==> src/rtl/frb_pkg.sv <==
// ----------------------------------------------------------------------------
// frb_pkg
// Shared types, status codes and helpers for the frame ring buffer.
// ----------------------------------------------------------------------------
package frb_pkg;

  // Store geometry
  localparam int MEM_BYTES = 4096;
  localparam int MAX_SLOTS = 256;
  localparam int MAX_FRAME = 64;
  localparam int ADDR_W    = $clog2(MEM_BYTES);
  localparam int POS_W     = $clog2(MAX_FRAME);

  // Output queue
  localparam int OQ_DEPTH = 4;
  localparam int OQ_PTR_W = $clog2(OQ_DEPTH);
  localparam int OQ_CNT_W = $clog2(OQ_DEPTH + 1);

  // Commands
  localparam logic [1:0] CMD_PUSH  = 2'd0;
  localparam logic [1:0] CMD_POP   = 2'd1;
  localparam logic [1:0] CMD_CLEAR = 2'd2;
  localparam logic [1:0] CMD_NONE  = 2'd3;

  // Result status codes
  localparam logic [2:0] STS_TAKEN   = 3'd0;
  localparam logic [2:0] STS_COMMIT  = 3'd1;
  localparam logic [2:0] STS_DROP    = 3'd2;
  localparam logic [2:0] STS_POPPED  = 3'd3;
  localparam logic [2:0] STS_EMPTY   = 3'd4;
  localparam logic [2:0] STS_CLEARED = 3'd5;
  localparam logic [2:0] STS_CFGERR  = 3'd6;

  // Configuration register indexes
  localparam logic CFG_SLOT_COUNT  = 1'b0;
  localparam logic CFG_FRAME_BYTES = 1'b1;

  typedef struct packed {
    logic [1:0] command;
    logic [7:0] data_byte;
  } in_item_t;

  typedef struct packed {
    logic [2:0] status;
    logic [7:0] read_byte;
    logic       last;
    logic [7:0] frames_held;
  } out_item_t;

  typedef struct packed {
    logic [8:0] slot_count;
    logic [6:0] frame_bytes;
    logic       ok;
  } cfg_t;

  // Committed frames between read and write slot
  function automatic logic [7:0] held_of(input logic [7:0] ws, input logic [7:0] rs,
                                         input logic [8:0] sc);
    logic [8:0] diff;
    if (ws >= rs) begin
      diff = {1'b0, ws} - {1'b0, rs};
    end else begin
      diff = {1'b0, ws} + sc - {1'b0, rs};
    end
    return diff[7:0];
  endfunction

endpackage

==> src/rtl/frb_ctrl.sv <==
// ----------------------------------------------------------------------------
// frb_ctrl
// Slot pointers, push/pop/clear handling and frame read sequencing.
// ----------------------------------------------------------------------------
module frb_ctrl (
  input  logic                         clk_i,
  input  logic                         rst_ni,
  input  frb_pkg::cfg_t                cfg_i,
  input  logic                         cfg_clr_i,
  input  logic                         in_valid_i,
  output logic                         in_ready_o,
  input  frb_pkg::in_item_t            in_item_i,
  input  logic [frb_pkg::OQ_CNT_W-1:0] oq_count_i,
  output logic                         res_push_o,
  output frb_pkg::out_item_t           res_item_o,
  output logic                         ram_we_o,
  output logic [frb_pkg::ADDR_W-1:0]   ram_waddr_o,
  output logic [7:0]                   ram_wdata_o,
  output logic                         ram_re_o,
  output logic [frb_pkg::ADDR_W-1:0]   ram_raddr_o,
  input  logic [7:0]                   ram_rdata_i
);
  import frb_pkg::*;

  localparam logic S_IDLE = 1'b0;
  localparam logic S_POP  = 1'b1;

  logic              state_q, state_d;
  logic [7:0]        ws_q, ws_d;
  logic [7:0]        rs_q, rs_d;
  logic [POS_W-1:0]  pos_q, pos_d;
  logic              drop_q, drop_d;
  logic [ADDR_W-1:0] wbase_q, wbase_d;
  logic [ADDR_W-1:0] rbase_q, rbase_d;
  logic [POS_W-1:0]  idx_q, idx_d;
  logic              pend_q, pend_d;
  logic              pend_last_q, pend_last_d;

  logic              accept;
  logic              issue;
  logic              issue_last;
  logic [8:0]        ws_inc, ws_nx, rs_inc, rs_nx;
  logic              ws_wrap, rs_wrap;
  logic              drop_now;
  logic [POS_W:0]    pos_inc;
  logic              frame_done;
  logic [ADDR_W-1:0] fb_a;
  logic [OQ_CNT_W:0] q_used;

  assign fb_a = ADDR_W'(cfg_i.frame_bytes);

  // Items enter only when idle with no read in flight and queue room
  assign in_ready_o = (state_q == S_IDLE) && !pend_q && (oq_count_i < OQ_CNT_W'(OQ_DEPTH));
  assign accept     = in_valid_i && in_ready_o;

  // Issue a frame read only when its result has a queue entry reserved
  assign q_used     = {1'b0, oq_count_i} + {{OQ_CNT_W{1'b0}}, pend_q};
  assign issue      = (state_q == S_POP) && (q_used < (OQ_CNT_W+1)'(OQ_DEPTH));
  assign issue_last = ({1'b0, idx_q} == (cfg_i.frame_bytes - 7'd1));

  // Slot increments with wrap at slot_count
  assign ws_inc  = {1'b0, ws_q} + 9'd1;
  assign ws_wrap = (ws_inc == cfg_i.slot_count);
  assign ws_nx   = ws_wrap ? 9'd0 : ws_inc;
  assign rs_inc  = {1'b0, rs_q} + 9'd1;
  assign rs_wrap = (rs_inc == cfg_i.slot_count);
  assign rs_nx   = rs_wrap ? 9'd0 : rs_inc;

  // Drop decision is taken on the first byte of a frame
  assign drop_now   = (pos_q == '0) ? (ws_nx == {1'b0, rs_q}) : drop_q;
  assign pos_inc    = {1'b0, pos_q} + 1'b1;
  assign frame_done = ((POS_W+1)'(pos_inc) >= (POS_W+1)'(cfg_i.frame_bytes));

  // Store access
  assign ram_we_o    = accept && cfg_i.ok && (in_item_i.command == CMD_PUSH) && !drop_now;
  assign ram_waddr_o = wbase_q + ADDR_W'(pos_q);
  assign ram_wdata_o = in_item_i.data_byte;
  assign ram_re_o    = issue;
  assign ram_raddr_o = rbase_q + ADDR_W'(idx_q);

  // Next state and result generation
  always_comb begin
    state_d     = state_q;
    ws_d        = ws_q;
    rs_d        = rs_q;
    pos_d       = pos_q;
    drop_d      = drop_q;
    wbase_d     = wbase_q;
    rbase_d     = rbase_q;
    idx_d       = idx_q;
    pend_d      = issue;
    pend_last_d = issue_last;
    res_push_o  = 1'b0;
    res_item_o  = '0;

    // Frame byte coming back from the store
    if (pend_q) begin
      res_push_o             = 1'b1;
      res_item_o.status      = STS_POPPED;
      res_item_o.read_byte   = ram_rdata_i;
      res_item_o.last        = pend_last_q;
      res_item_o.frames_held = held_of(ws_q, rs_q, cfg_i.slot_count);
    end

    // Read sequencing; the frame leaves the ring with its final read
    if (issue) begin
      if (issue_last) begin
        state_d = S_IDLE;
        idx_d   = '0;
        rs_d    = rs_nx[7:0];
        rbase_d = rs_wrap ? '0 : rbase_q + fb_a;
      end else begin
        idx_d = idx_q + 1'b1;
      end
    end

    if (accept) begin
      res_item_o.last = 1'b1;
      if (!cfg_i.ok) begin
        res_push_o        = (in_item_i.command != CMD_NONE);
        res_item_o.status = STS_CFGERR;
      end else begin
        unique case (in_item_i.command)
          CMD_PUSH: begin
            res_push_o = 1'b1;
            if (frame_done) begin
              pos_d  = '0;
              drop_d = 1'b0;
              if (drop_now) begin
                res_item_o.status = STS_DROP;
              end else begin
                ws_d              = ws_nx[7:0];
                wbase_d           = ws_wrap ? '0 : wbase_q + fb_a;
                res_item_o.status = STS_COMMIT;
              end
            end else begin
              pos_d             = pos_inc[POS_W-1:0];
              drop_d            = drop_now;
              res_item_o.status = drop_now ? STS_DROP : STS_TAKEN;
            end
            res_item_o.frames_held = held_of(ws_d, rs_q, cfg_i.slot_count);
          end
          CMD_POP: begin
            if (rs_q == ws_q) begin
              res_push_o        = 1'b1;
              res_item_o.status = STS_EMPTY;
            end else begin
              state_d = S_POP;
              idx_d   = '0;
            end
          end
          CMD_CLEAR: begin
            res_push_o        = 1'b1;
            res_item_o.status = STS_CLEARED;
            ws_d              = '0;
            rs_d              = '0;
            pos_d             = '0;
            drop_d            = 1'b0;
            wbase_d           = '0;
            rbase_d           = '0;
          end
          CMD_NONE: begin
            res_push_o = 1'b0;
          end
          default: begin
            res_push_o = 1'b0;
          end
        endcase
      end
    end

    // Any register write empties the ring
    if (cfg_clr_i) begin
      ws_d    = '0;
      rs_d    = '0;
      pos_d   = '0;
      drop_d  = 1'b0;
      wbase_d = '0;
      rbase_d = '0;
    end
  end

  always_ff @(posedge clk_i or negedge rst_ni) begin
    if (!rst_ni) begin
      state_q     <= S_IDLE;
      ws_q        <= '0;
      rs_q        <= '0;
      pos_q       <= '0;
      drop_q      <= 1'b0;
      wbase_q     <= '0;
      rbase_q     <= '0;
      idx_q       <= '0;
      pend_q      <= 1'b0;
      pend_last_q <= 1'b0;
    end else begin
      state_q     <= state_d;
      ws_q        <= ws_d;
      rs_q        <= rs_d;
      pos_q       <= pos_d;
      drop_q      <= drop_d;
      wbase_q     <= wbase_d;
      rbase_q     <= rbase_d;
      idx_q       <= idx_d;
      pend_q      <= pend_d;
      pend_last_q <= pend_last_d;
    end
  end

endmodule

==> config.mk <==
export PLATFORM = sky130hd
export DESIGN_NAME = frb_ctrl
export DESIGN_NICKNAME = d
export VERILOG_FILES = /design/src/rtl/frb_pkg.sv /design/src/rtl/frb_ctrl.sv
export SDC_FILE = /design/constraint.sdc
export NUM_CORES = 1
export LEC_CHECK = 0
export BUFFER_PORTS_ARGS = -buffer_cell sky130_fd_sc_hd__buf_2
export CORE_ASPECT_RATIO = 1.4
export CORE_MARGIN = 1.5
export CORE_UTILIZATION = 45
export DETAILED_ROUTE_END_ITERATION = 10
export PLACE_DENSITY = 0.69
export SLEW_MARGIN = 30
export SYNTH_ARGS = -nofsm -noshare
export SYNTH_HDL_FRONTEND = slang
export SYNTH_SLANG_ARGS = --single-unit
export TNS_END_PERCENT = 10
==> constraint.sdc <==
create_clock -name clk_i -period 5.7 [get_ports clk_i]
set_clock_uncertainty 0.15 [all_clocks]
set_input_delay 0 -clock clk_i [delete_from_list [all_inputs] [get_ports clk_i]]
set_output_delay 0 -clock clk_i [all_outputs]
set_load 0.02 [all_outputs]
==> metrics.txt <==
DR iter-0 viols=316; Nets=1057; detail-routed via count per cell=5.62; Reg clk slew, reported paths=70 ps; max-cap violation count=0; CP Capture Type=output port; CTS tree=built; Starting Density=46.1%; ys async rst share=100%; Avg Synthesized Cell Area=8.25 sq um; total CTS buffers=5; Cells after Synth=837; number of global-route vias before repair=6187; synthesized flop and latch total=56; Vias=6275; syn nets=970; Mapped Area=6900 sq um; CTS max path bufs=2; ANT nets after route=0; DRT Wirelength=19300 um; Startpoint Class=register; die area=16100 sq um; Worst VDD drop=0.123 mV; cell taking the most area after synthesis=dfrtp_1; synth unique cells=66; std cell rows=53; critical path class=reg2out; share of cells above drive strength 1=15.7%; Die W=108 um; area fraction of the dominant cell type after synthesis=20.3%; Ant. Diodes=0; # DRC=0; Hold/Removal Path Class=in2reg; Port-buffer cells=81; Required @ worst endpoint=5550 ps; average wire per standard cell=17.3 um; ys flop type=dfrtp_1; synth cell count leaders=nand2_1, ha_1, inv_1, xnor2_1, a21oi_1; setup_tns=0 ps; storage element area=1410 sq um; Clk Latency, worst-skew pair=300 ps; Pwr Density=140 nW/um^2; pin count of the biggest net entering global routing=57; Fin. Hold Viols=0; Critical Path AT=5220 ps; footprint of the multi-input gates=5130 sq um; dpl hpwl=15300 um; grt total ovfl=0; number of synthesis warnings=0; Fin Hold WS=20.0 ps; Pre-Repair DR Iteration Count=5; die span in y=150 um; top post-synthesis cells by area=dfrtp_1, ha_1, xnor2_1; Tcrit/Tclk final=94.1%; most common cell in the netlist=nand2_1; status=finished, final reports clean; core footprint=15000 sq um; Fillers=1497; Slew headroom=40.0%; Total GRT Usage=24.9%; # clock sinks=56; Least-Margin Pin Slew=900 ps; global-route wire length before repair=31300 um; Max Freq=186 MHz; final number of max-transition violations=0; Placer Congestion=0.936; Finished Core Util=52.7%; CTS H-tree lvls=2; P_leak=3.88 nW; # setup viols final=0; Area growth syn-to-layout=14.3%; share of the yosys chip area belonging to registers=20.3%; root buffer selected by CTS=clkbuf_16; IO Pins=98; EDFF count, synth=0; Max FO, Critical Path=7; initial antenna violation count=0; Final min period=5370 ps
==> timing repair <==
action / 4_1_cts / 5_1_grt
setup endpoints to repair: 5 / 8
hold buffers: 12 / 0
pin swaps: 1 / 7
setup buffers: 3 / 5
hold endpoints to repair: 67 / 0
resized for setup: 8 / 14
==> worst max-delay path: stages (launching register included) <==
cell and delay, ps:
dfrtp_2 420, buf_4 160, nand4_4 110, or3_4 390, a2111oi_4 360, o211ai_1 170, o211a_1 250, o211a_4 280
nor2_8 160, mux2i_4 280, fa_1 470, ha_1 310, a21o_1 180, a21o_1 190, a21o_1 190, a21oi_2 150
o21ai_1 100, xnor2_1 190, nand3_1 90, nor3b_1 160, o21ai_1 140, buf_2 170
==> metrics by stage <==
stage	std cells	cell area, sq um	power [mW]	setup WS (ps)
after floorplan	837	6900	0.681	333
after global placement	1089	7470	0.771	181
after detailed placement	1089	7480	0.776	120
after CTS	1112	7800	1.11	38.0
after global routing	1117	7890	1.17	-5.33
final	1117	7890	1.10	334
==> final timing paths <==
kind | start | endpoint | slack, ps | cells after the start
worst max-delay path | ws_q[0] | res_item_o[7] | 330 | 21
worst min-delay path | oq_count_i[1] | idx_q[0] | 20 | 5
worst max register to register | ws_q[0] | wbase_q[10] | 2100 | 12
worst min register to register | drop_q | drop_q | 360 | 2
max in group asynchronous | rst_ni | ws_q[2] | 4630 | 3
min in group asynchronous | rst_ni | rs_q[2] | 220 | 3
==> sequential cells by signal, indices dropped and copies added, names as in the netlist <==
| name | cells |
|---|---|
| ws_q | 8 |
| rbase_q | 12 |
| state_q | 1 |
| rs_q | 8 |
| pend_last_q | 1 |
| drop_q | 1 |
| wbase_q | 12 |
| pos_q | 6 |
| pend_q | 1 |
| idx_q | 6 |
==> cell type report <==
type | count | area share (%)
clock buffer | 8 | 1.85
inverter | 69 | 3.28
multi-input combinational | 675 | 65.0
sequential | 56 | 17.8
tap | 192 | 3.04
timing repair buffer | 117 | 8.94
==> power by group <==
part / internal, mW / leakage [nW] / switching [mW] / total (mW)
clock network: 0.176 / 0.0712 / 0.146 / 0.323
logic: 0.141 / 3.04 / 0.197 / 0.338
registers: 0.415 / 0.766 / 0.0284 / 0.444
==> layout by cell type, fill, tap and decap left out, drive strengths merged, types with 2 or more instances in the layout <==
master         n
nand2b        10
o21a           3
dlygate4sd3   12
nand2         73
o21bai        10
nand3         22
and2          12
a22o          20
dfrtp         56
mux2i          6
nand4          9
or3            9
o21ai         42
inv           69
nor4           6
nor2b         11
xor2          38
xnor2         66
a31oi          5
nor2          53
and3           9
nand3b         4
clkbuf         8
a21oi         59
buf          105
o211a          3
or2            4
nor3          20
mux2           2
o22ai          2
nor3b          4
a2111oi        2
a211oi         4
fa            20
o31ai         14
a21o          41
o211ai         5
ha            71
or4            2
==> per-layer routing <==
metal | wire length [um] | track usage, % | up-vias
li1 | - | - | 3098
met1 | 7790 | 29.2 | 2970
met2 | 9980 | 45.9 | 164
met3 | 650 | 2.18 | 43
met4 | 852 | 10.8 | 0
met5 | 0 | 0 | -
==> cell families after synthesis <==
| kind of cell | share of synthesized area, % |
|---|---|
| AO/OA/AOI/OAI | 21.6 |
| XOR/XNOR | 13.2 |
| adder cells (fa/ha/maj) | 18.7 |
| buffers and inverters | 6.60 |
| flip-flops | 20.3 |
| multiplexers | 1.20 |
| AND/OR/NAND/NOR | 18.4 |
No activity file was read; power rests on OpenSTA's default activity.
