--- src/rtl/frb_pkg.sv ---
// ----------------------------------------------------------------------------
// frb_pkg
// Shared types, status codes and helpers for the frame ring buffer.
// ----------------------------------------------------------------------------
package frb_pkg;

  // Store geometry
  localparam int MEM_BYTES = 4096;
  localparam int MAX_SLOTS = 256;
  localparam int MAX_FRAME = 64;
  localparam int ADDR_W    = $clog2(MEM_BYTES);
  localparam int POS_W     = $clog2(MAX_FRAME);

  // Output queue
  localparam int OQ_DEPTH = 4;
  localparam int OQ_PTR_W = $clog2(OQ_DEPTH);
  localparam int OQ_CNT_W = $clog2(OQ_DEPTH + 1);

  // Commands
  localparam logic [1:0] CMD_PUSH  = 2'd0;
  localparam logic [1:0] CMD_POP   = 2'd1;
  localparam logic [1:0] CMD_CLEAR = 2'd2;
  localparam logic [1:0] CMD_NONE  = 2'd3;

  // Result status codes
  localparam logic [2:0] STS_TAKEN   = 3'd0;
  localparam logic [2:0] STS_COMMIT  = 3'd1;
  localparam logic [2:0] STS_DROP    = 3'd2;
  localparam logic [2:0] STS_POPPED  = 3'd3;
  localparam logic [2:0] STS_EMPTY   = 3'd4;
  localparam logic [2:0] STS_CLEARED = 3'd5;
  localparam logic [2:0] STS_CFGERR  = 3'd6;

  // Configuration register indexes
  localparam logic CFG_SLOT_COUNT  = 1'b0;
  localparam logic CFG_FRAME_BYTES = 1'b1;

  typedef struct packed {
    logic [1:0] command;
    logic [7:0] data_byte;
  } in_item_t;

  typedef struct packed {
    logic [2:0] status;
    logic [7:0] read_byte;
    logic       last;
    logic [7:0] frames_held;
  } out_item_t;

  typedef struct packed {
    logic [8:0] slot_count;
    logic [6:0] frame_bytes;
    logic       ok;
  } cfg_t;

  // Committed frames between read and write slot
  function automatic logic [7:0] held_of(input logic [7:0] ws, input logic [7:0] rs,
                                         input logic [8:0] sc);
    logic [8:0] diff;
    if (ws >= rs) begin
      diff = {1'b0, ws} - {1'b0, rs};
    end else begin
      diff = {1'b0, ws} + sc - {1'b0, rs};
    end
    return diff[7:0];
  endfunction

endpackage

--- src/rtl/frb_outq.sv ---
// ----------------------------------------------------------------------------
// frb_outq
// Small result queue between the control logic and the output channel.
// ----------------------------------------------------------------------------
module frb_outq (
  input  logic                      clk_i,
  input  logic                      rst_ni,
  input  logic                      push_i,
  input  frb_pkg::out_item_t        item_i,
  output logic [frb_pkg::OQ_CNT_W-1:0] count_o,
  output logic                      out_valid_o,
  input  logic                      out_ready_i,
  output frb_pkg::out_item_t        out_item_o
);
  import frb_pkg::*;

  out_item_t             buf_q [OQ_DEPTH];
  logic [OQ_PTR_W-1:0]   head_q, head_d;
  logic [OQ_PTR_W-1:0]   tail_q, tail_d;
  logic [OQ_CNT_W-1:0]   cnt_q, cnt_d;
  logic                  deq;

  assign deq         = out_valid_o && out_ready_i;
  assign out_valid_o = (cnt_q != '0);
  assign out_item_o  = buf_q[head_q];
  assign count_o     = cnt_q;

  // Pointer and fill count update
  always_comb begin
    head_d = deq    ? head_q + 1'b1 : head_q;
    tail_d = push_i ? tail_q + 1'b1 : tail_q;
    cnt_d  = cnt_q;
    if (push_i && !deq) begin
      cnt_d = cnt_q + 1'b1;
    end else if (!push_i && deq) begin
      cnt_d = cnt_q - 1'b1;
    end
  end

  always_ff @(posedge clk_i or negedge rst_ni) begin
    if (!rst_ni) begin
      head_q <= '0;
      tail_q <= '0;
      cnt_q  <= '0;
    end else begin
      head_q <= head_d;
      tail_q <= tail_d;
      cnt_q  <= cnt_d;
    end
  end

  // Entry storage, no reset needed
  always_ff @(posedge clk_i) begin
    if (push_i) begin
      buf_q[tail_q] <= item_i;
    end
  end

endmodule

--- config.mk ---
export PLATFORM = sky130hd
export DESIGN_NAME = frb_outq
export DESIGN_NICKNAME = d
export VERILOG_FILES = /design/src/rtl/frb_pkg.sv /design/src/rtl/frb_outq.sv
export SDC_FILE = /design/constraint.sdc
export NUM_CORES = 1
export LEC_CHECK = 0
export ABC_CLOCK_PERIOD_IN_PS = 2750
export BUFFER_PORTS_ARGS = -buffer_cell sky130_fd_sc_hd__buf_2
export CAP_MARGIN = 10
export CORE_AREA = 5 5 78 87
export CTS_BUF_LIST = sky130_fd_sc_hd__clkbuf_4
export DETAILED_ROUTE_END_ITERATION = 16
export DIE_AREA = 0 0 83 92
export PLACE_DENSITY = 0.8
export SYNTH_ARGS = -nofsm -noshare
export SYNTH_HDL_FRONTEND = slang
export SYNTH_SLANG_ARGS = --single-unit
--- constraint.sdc ---
create_clock -name clk_i -period 2.75 [get_ports clk_i]
set_input_delay 0.1375 -clock clk_i [delete_from_list [all_inputs] [get_ports clk_i]]
set_output_delay 0.1375 -clock clk_i [all_outputs]
set_load 0.05 [all_outputs]
==> results of run 1 <==
[sequential cells by signal, indices dropped and copies added, names as in the netlist]
name,flops
tail_q,2
head_q,2
count_o,3
buf_q,80
[through the flow]
step                cell area (um2)  worst slack, ns  cells  hold slack, ns
CTS                            4040            0.612    303          0.0406
floorplan                      3280            0.393    137          -0.158
global placement               3630            0.744    264         -0.0272
global route                   4040            0.503    303          0.0406
finish                         4040            0.619    303          0.0619
detailed placement             3630            0.656    264         -0.0187
[cells by family after synthesis]
group	synth area share [%]
multiplexers	14.3
XOR/XNOR	1.60
buffers and inverters	1.33
flip-flops	78.5
adder cells (fa/ha/maj)	2.52
AO/OA/AOI/OAI	0.152
AND/OR/NAND/NOR	1.60
[final cells by class]
type	instances	share of cell area [%]
flip-flops and latches	87	63.9
multi-input cells	43	16.4
repair buffers	77	12.8
clock inverters	7	2.54
well taps	77	2.39
clock buffers	9	1.67
inverters	3	0.279
[timing repair]
action	4_1_cts	5_1_grt
hold buffers	23	0
hold endpoints to repair	90	0
buffers inserted	0	0
[routing by layer]
| layer | global-route usage, % | share of wire [%] |
|---|---|---|
| met1 | 19.4 | 40 |
| met2 | 28.5 | 54 |
| met3 | 4.75 | 4.3 |
| met4 | 6.13 | 1.5 |
| met5 | 0 | 0 |
[worst max-delay path by stage]
stage               cells after the start  slack (ns)         end
floorplan                               8        0.39  count_o[2]
global placement                        8        0.74  count_o[2]
detailed placement                      8        0.66  count_o[2]
CTS                                     8        0.61  count_o[2]
global route                            8        0.50  count_o[2]
finish                                  8        0.62  count_o[2]
[Yosys cell counts]
master / number
or3_4: 1
fa_1: 1
xor2_1: 3
mux4_1: 2
dfrtp_1: 7
mux4_2: 18
buf_6: 2
mux2_2: 1
nand2_1: 2
buf_2: 2
and2_1: 4
xnor2_1: 3
ha_1: 5
edfxtp_1: 80
o21ai_0: 1
inv_1: 3
nand3_1: 1
nor2_1: 1
[power groups by stage]
| stage | sequential [mW] | clock [mW] | combinational [mW] |
|---|---|---|---|
| 6_report | 1.85 | 0.813 | 1.94 |
| 5_1_grt | 1.87 | 0.898 | 2.06 |
| 3_3_place_gp | 1.85 | 0 | 1.91 |
| 4_1_cts | 1.85 | 0.836 | 1.97 |
| 3_5_place_dp | 1.88 | 0 | 1.94 |
| 2_1_floorplan | 1.93 | 0 | 1.45 |
[critical path, stage by stage, from the launching register on]
cell	delay [ns]
dfrtp_1	0.46
or3_4	0.41
nand2_1	0.11
ha_1	0.20
inv_1	0.07
fa_1	0.38
xor2_1	0.17
nor2_1	0.11
xor2_1	0.16
[layout by cell type (no fill, tap or decap), types with 2 or more instances in the layout]
master	count
edfxtp_1	80
and2_1	4
mux4_1	2
inv_1	3
dfrtp_1	7
bufinv_16	2
buf_2	47
nand2_1	2
ha_1	5
inv_6	2
clkbuf_4	9
buf_4	7
mux4_2	18
xor2_1	3
dlygate4sd3_1	23
xnor2_1	3
==> flow_summary.toml, run 1 <==
[final_layout]
antenna_cells = 0
area_growth_pct = 22.9
multi_input_area_um2 = 662
fill_cells = 383
nets = 251
regArea_um2 = 2580
drive_gt1_share_pct = 39.8
final_util_pct = 70.4

[run_status]
outcome = "finished clean"

[synth]
synth_seq_cells = 87
synthTopCellsByArea = "edfxtp_1, mux4_2, dfrtp_1"
ys_seq_area_share_pct = 78.5
synth.top_cell.area_share_pct = 73.2
syn_nets = 167
yosysWarnings = 0
synth_area_leader_cell = "edfxtp_1"
syn_area_um2 = 3280
avgSynthCellArea_um2 = 24.0
synth.distinct_cells = 18
postSynthCellCount = 137

[floorplan]
io_pins = 48
fp-row-count = 29
die_width_um = 83
die_h_um = 92
start_util_pct = 57.3
dieArea_um2 = 7640
core_um2 = 5730

[place]
numPortBuffers = 47
gp_congestion = 0.651
dp_hpwl_mm = 3.75

[cts]
clock_latency_ns = 0.42
cts_buffers = 9
cts_tree = "yes"
cts_resized = 0
clock_path_buffers = 2
cts_root_buf = "clkbuf_4"
h-tree-depth = 3
clkTransAtPathRegs_ns = 0.14
cts_sinks = 87

[sta]
final_hold_viol_count = 0
slew_headroom_pct = 66.1
fmax_ghz = 0.469
totalNegativeSetupSlack_ns = 0
final.setup_skew_ns = 0.0154
setup_viol = 0
drv_slew = 0
rsz0062_at_grt = "false"
fin_crit_ns = 2.13
worst_pin_slew_ns = 0.509
final.period_utilization_pct = 77.5

[power_and_ir_drop]
combPwrFrac_pct = 42.1
power.total_mw = 4.60
clockPowerShare_pct = 17.7
power.internal_mw = 2.74
powerDensity_nw_per_um2 = 1140
vdd_drop_max_uv = 582
seqPwrFrac_pct = 40.2
switching_share_pct = 40.3
p_sw_mw = 1.85
p_leak_nw = 1.47

[worst_setup_path]
worst_setup_path_start_kind = "flip-flop"
crit_type = "flip-flop to flip-flop"
r2r_cells = 8
worstReg2RegStart = "count_o[0]"
r2r_setup_slack_ns = 0.62
r2r-end = "count_o[2]"
crit_fanout = 4
crit_arrival_ns = 2.48
crit_required_ns = 3.09
cp-end-kind = "flip-flop"
crit_start = "count_o[0]"

[global_routing]
antenna_found_initial = 0
track_usage_pct = 16.4
grt_overflow = 0
grt_max_degree = 21
grt_pass1_vias = 1777
grt_pass1_wl_mm = 9.36

[flow_run]
drv_cap = 0

[detailed_routing]
firstDrtPassIters = 4
wl_per_cell_um = 18.6
via_count = 1628
wl_mm = 5.65
drc = 0
ant_nets = 0
viasPerCell = 5.37
detail_route.iter0.violations = 88

[min_path]
hold_path.class = "input pin to async pin"
Note: power is estimated with default switching activity, not from simulation.
==> run 2, diff against run 1 <==
Settings changed: ABC_CLOCK_PERIOD_IN_PS 2750 to 1800, CORE_AREA 5 5 78 87 to 5 5 82 91, DIE_AREA 0 0 83 92 to 0 0 87 96, PLACE_DENSITY 0.8 to 0.76.
Clock period 2.75 ns to 1.8 ns, I/O delays scaled along.
==> run 2 against run 1 <==
Effect of this change:
- the flow now finishes with violations (negative setup slack)
- highest routed layer unchanged
- register-to-register slack worse by 0.79 ns
- critical path type unchanged
- worst hold slack better by 0.35 ns
- critical path depth unchanged
- power up 73%
- die area up 9.4%
- sequential power up 54%
- sequential share of layout area down 5.4 points
- fmax up 8.3%
- clock power up 45%
- combinational power up 100%
- wire length up 7.4%
==> flow_summary.toml, run 2 (synthesized netlist as in run 1, its figures left out) <==
[final_layout]
largest_reg_flops = 80
fill_cells = 398
area_growth_pct = 34.6
final_area_um2 = 4420
final_cell_mix = "edfxtp_1, buf_2, dlygate4sd3_1, mux4_2"
antenna_cells = 0
final_util_pct = 68.2
regMostFlops = "buf_q"
layout_commonest_cell = "edfxtp_1"
nets = 270
drive_gt1_share_pct = 48.2

[cts]
clkTransAtPathRegs_ns = 0.12
cts_buffers = 9
cts_root_buf = "clkbuf_4"
clock_latency_ns = 0.42
cts_sinks = 87
cts_tree = "yes"
h-tree-depth = 3
clock_path_buffers = 2

[detailed_routing]
detail_route.iter0.violations = 98
firstDrtPassIters = 6
drc = 0
ant_nets = 0
via_count = 1698
wl_per_cell_um = 18.6
viasPerCell = 5.19
wl_mm = 6.07

[floorplan]
core_um2 = 6480
die_h_um = 96
fp-row-count = 31
io_pins = 48
start_util_pct = 50.7
die_width_um = 87
dieArea_um2 = 8350

[sta]
fmax_ghz = 0.508
drv_slew = 0
worst_pin_slew_ns = 0.307
slew_headroom_pct = 79.5
final.setup_skew_ns = 0.0135
final_hold_viol_count = 0
fin_ws_ns = -0.167
setup_viol = 22
rsz0062_at_grt = "true"
fin_crit_ns = 1.97
final.period_utilization_pct = 109

[global_routing]
track_usage_pct = 16.4
grt_max_degree = 17
antenna_found_initial = 0
grt_pass1_wl_mm = 9.76
grt_pass1_vias = 1948
grt_overflow = 0

[worst_setup_path]
cpPeakStageDelay_ns = 0.42
crit_arrival_ns = 2.30
cp-end-kind = "flip-flop"
crit_required_ns = 2.13
crit_type = "flip-flop to flip-flop"
slowest_stage = "dfrtp_2"
cp_cell_sequence = "or3_4 > nand2_4 > ha_4 > inv_2 > fa_2 > xor2_2 > nor2_2 > xor2_1"
worst_setup_path_start_kind = "flip-flop"
crit_fanout = 2

[flow_run]
drv_cap = 0

[run_status]
violations = "negative setup slack"
outcome = "finished with violations"

[min_path]
hold_path.class = "input pin to flip-flop"

[power_and_ir_drop]
powerDensity_nw_per_um2 = 1800
p_leak_nw = 1.62
vdd_drop_max_uv = 1450

[place]
place_area_um2 = 3770
dp_hpwl_mm = 3.99
numPortBuffers = 47
gp_congestion = 0.767
run 2: area by class of cell:
class / count / area (um2) / area share [%]
clock buffers: 10 / 75.1 / 1.70
repair buffers: 96 / 872 / 19.7
well taps: 82 / 103 / 2.32
inverters: 3 / 11.3 / 0.255
clock inverters: 6 / 85.1 / 1.93
multi-input cells: 43 / 691 / 15.6
flip-flops and latches: 87 / 2580 / 58.4
run 2: what timing repair did:
action | in CTS | in global routing
gates cloned | 1 | 1
endpoints found under the setup margin | 22 | 23
hold buffers | 25 | 0
hold endpoints to repair | 90 | 0
gates resized for setup | 38 | 18
setup buffers | 5 | 1
pin swaps | 5 | 4
run 2: metrics by stage:
step	setup WS, ns	TNS (ns)	hold WS, ns	total power, mW	instances
global placement	-0.0204	-0.0204	-0.0717	5.93	279
floorplan	-0.312	-0.589	-0.206	5.22	137
global route	-0.259	-3.19	0.387	8.35	327
CTS	-0.125	-1.86	0.387	7.83	326
finish	-0.167	-1.43	0.414	7.95	327
detailed placement	-0.122	-0.194	-0.0645	6.08	279
run 2: final timing paths:
check	from	to	slack, ns	cells after the start
max	count_o[2]	count_o[2]	-0.17	8
min	item_i[18]	buf_q[1][18]	0.41	2
max reg2reg	count_o[2]	count_o[2]	-0.17	8
min reg2reg	tail_q[0]	tail_q[0]	0.54	1
max in group asynchronous	rst_ni	head_q[0]	0.46	4
min in group asynchronous	rst_ni	count_o[2]	0.53	3
run 2: routing by layer:
layer	vias up	GRT usage (%)	wire, um
met4	0	6.62	138
met1	863	18.8	2320
met5	-	0	0
li1	767	-	-
met2	56	28.5	3300
met3	12	4.97	309
run 2: critical path: cells and delay by family (launching register included):
kind                       cells  cell delay [ns]
and+or+nand+nor                3             0.61
adders and majority gates      2             0.47
DFF                            1             0.42
buffers and inverters          1             0.04
xor gates and xnor gates       2             0.34
run 2: power breakdown:
group | leakage [nW] | internal, mW | switching (mW)
sequential | 0.813 | 2.67 | 0.179
clock | 0.0840 | 0.575 | 0.606
combinational | 0.723 | 1.71 | 2.21
==> run 3, diff against run 2 <==
Settings changed: CTS_BUF_LIST sky130_fd_sc_hd__clkbuf_4 to sky130_fd_sc_hd__clkbuf_4 sky130_fd_sc_hd__clkbuf_8.
==> run 3 against run 2 <==
Effect of this change:
- the flow still finishes with violations (negative setup slack)
- critical path depth did not move
- critical path type unchanged
- sequential power barely moved
- worst hold slack got worse by 0.35 ns
- global-route usage down 0.30 points
- non-clock buffer count is 4 lower
- highest routed layer unchanged
==> flow_summary.toml, run 3 (synthesized netlist as in run 1, its figures left out) <==
[sta]
final_hold_viol_count = 0
fmax_ghz = 0.528
rsz0062_at_grt = "true"
slew_headroom_pct = 77.1
setup_viol = 4
fin_crit_ns = 1.89
hold_slack_ns = 0.0609
fin_ws_ns = -0.0924
worst_pin_slew_ns = 0.343
drv_slew = 0
final.setup_skew_ns = 0.0103
totalNegativeSetupSlack_ns = -0.175
final.period_utilization_pct = 105

[cts]
h-tree-depth = 3
cts_sinks = 87
cts_root_buf = "clkbuf_8"
cts_tree = "yes"
clkTransAtPathRegs_ns = 0.08
clock_latency_ns = 0.35
cts_buffers = 9
clock_path_buffers = 2

[place]
dp_hpwl_mm = 3.99
numPortBuffers = 47
gp_congestion = 0.767

[detailed_routing]
viasPerCell = 5.19
drc = 0
detail_route.iter0.violations = 103
firstDrtPassIters = 4
ant_nets = 0
wl_mm = 6.09
via_count = 1675
wl_per_cell_um = 18.9

[final_layout]
regArea_um2 = 2580
multi_input_area_um2 = 691
antenna_cells = 0
fill_cells = 411
final_cell_mix = "edfxtp_1, buf_2, buf_6, dlygate4sd3_1, mux4_2"
final_util_pct = 68.1
largest_reg_flops = 80
nets = 266
regMostFlops = "buf_q"
area_growth_pct = 34.3
drive_gt1_share_pct = 49.0
layout_commonest_cell = "edfxtp_1"

[run_status]
violations = "negative setup slack"
outcome = "finished with violations"

[power_and_ir_drop]
powerDensity_nw_per_um2 = 1840
p_leak_nw = 1.62
vdd_drop_max_uv = 1180

[min_path]
worstHoldEndpoint = "tail_q[0]"
hold_path_depth = 2
hold_path.class = "input pin to flip-flop"
hp-start = "push_i"

[worst_setup_path]
crit_type = "flip-flop to flip-flop"
cpPeakStageDelay_ns = 0.40
worst_setup_path_start_kind = "flip-flop"
r2r_cells = 8
worstReg2RegStart = "count_o[0]"
r2r-end = "count_o[2]"
r2r_setup_slack_ns = -0.09
cp_cell_sequence = "or3_4 > nand2_4 > ha_4 > inv_2 > fa_2 > xor2_2 > nor2_2 > xor2_1"
cp-end-kind = "flip-flop"
crit_fanout = 2
slowest_stage = "dfrtp_2"
crit_required_ns = 2.03
crit_arrival_ns = 2.13

[floorplan]
die_width_um = 87
start_util_pct = 50.7
die_h_um = 96
dieArea_um2 = 8350
io_pins = 48
fp-row-count = 31
core_um2 = 6480

[global_routing]
grt_pass1_wl_mm = 9.52
track_usage_pct = 16.1
grt_pass1_vias = 1913
antenna_found_initial = 0
grt_max_degree = 17
grt_overflow = 0

[flow_run]
drv_cap = 0
[run 3: cell types whose count changed in the layout (fill, tap and decap cells not counted)]
cell           delta
buf_12            -2
buf_2             +1
buf_6             +2
buf_8             -1
clkbuf_4          -9
clkbuf_8          +9
dlygate4sd3_1     -4
[run 3: final cells by class]
class                      count  share of cell area, %
clock inverter                 6                   1.93
multi-input combinational     43                   15.7
sequential                    87                   58.6
timing repair buffer          92                   18.3
clock buffer                  10                   2.98
inverter                       3                  0.255
tap                           82                   2.33
[run 3: what timing repair did]
item,CTS,global route
hold endpoints to repair,87,0
gates cloned,1,1
gates resized for setup,16,44
setup endpoints to repair,11,18
pin swaps,5,0
hold buffers,21,0
buffers inserted,4,1
[run 3: where the power goes]
part / switching, mW / total [mW] / internal (mW)
logic: 2.19 / 3.83 / 1.64
registers: 0.182 / 2.85 / 2.67
clock network: 0.636 / 1.43 / 0.792
total: 3.01 / 8.11 / 5.11
[run 3: how the worst max path moves through the flow]
stage | start | end | cells past startpoint | slack [ns]
after floorplan | count_o[2] | count_o[2] | 8 | -0.31
after detailed placement | count_o[2] | count_o[2] | 8 | -0.12
final | count_o[0] | count_o[2] | 8 | -0.09
after global placement | count_o[2] | count_o[2] | 8 | -0.02
after global routing | count_o[0] | count_o[2] | 8 | -0.19
after CTS | count_o[0] | count_o[2] | 8 | -0.1
[run 3: metrics by stage]
step                cells  setup WS, ns  area (um2)  power, mW
floorplan             137        -0.312        3310       5.22
global placement      279       -0.0204        3770       5.93
detailed placement    279        -0.122        3770       6.08
CTS                   321       -0.0980        4270       7.75
global route          323        -0.190        4410       8.51
finish                323       -0.0924        4410       8.11
[run 3: worst max-delay path, delay by kind of cell, from the launching register on]
| family | cells | cell delay [ns] |
|---|---|---|
| adder cells (fa/ha/maj) | 2 | 0.48 |
| XOR/XNOR | 2 | 0.31 |
| AND/OR/NAND/NOR | 3 | 0.54 |
| flip-flops | 1 | 0.40 |
| buffers and inverters | 1 | 0.04 |
[run 3: per-layer routing]
layer / up-vias / global-route usage, % / part of all wire (%)
met2: 59 / 27.7 / 54
li1: 757 / - / -
met4: 0 / 7.01 / 2.2
met3: 13 / 4.88 / 4.8
met5: - / 0 / 0
met1: 846 / 18.5 / 39
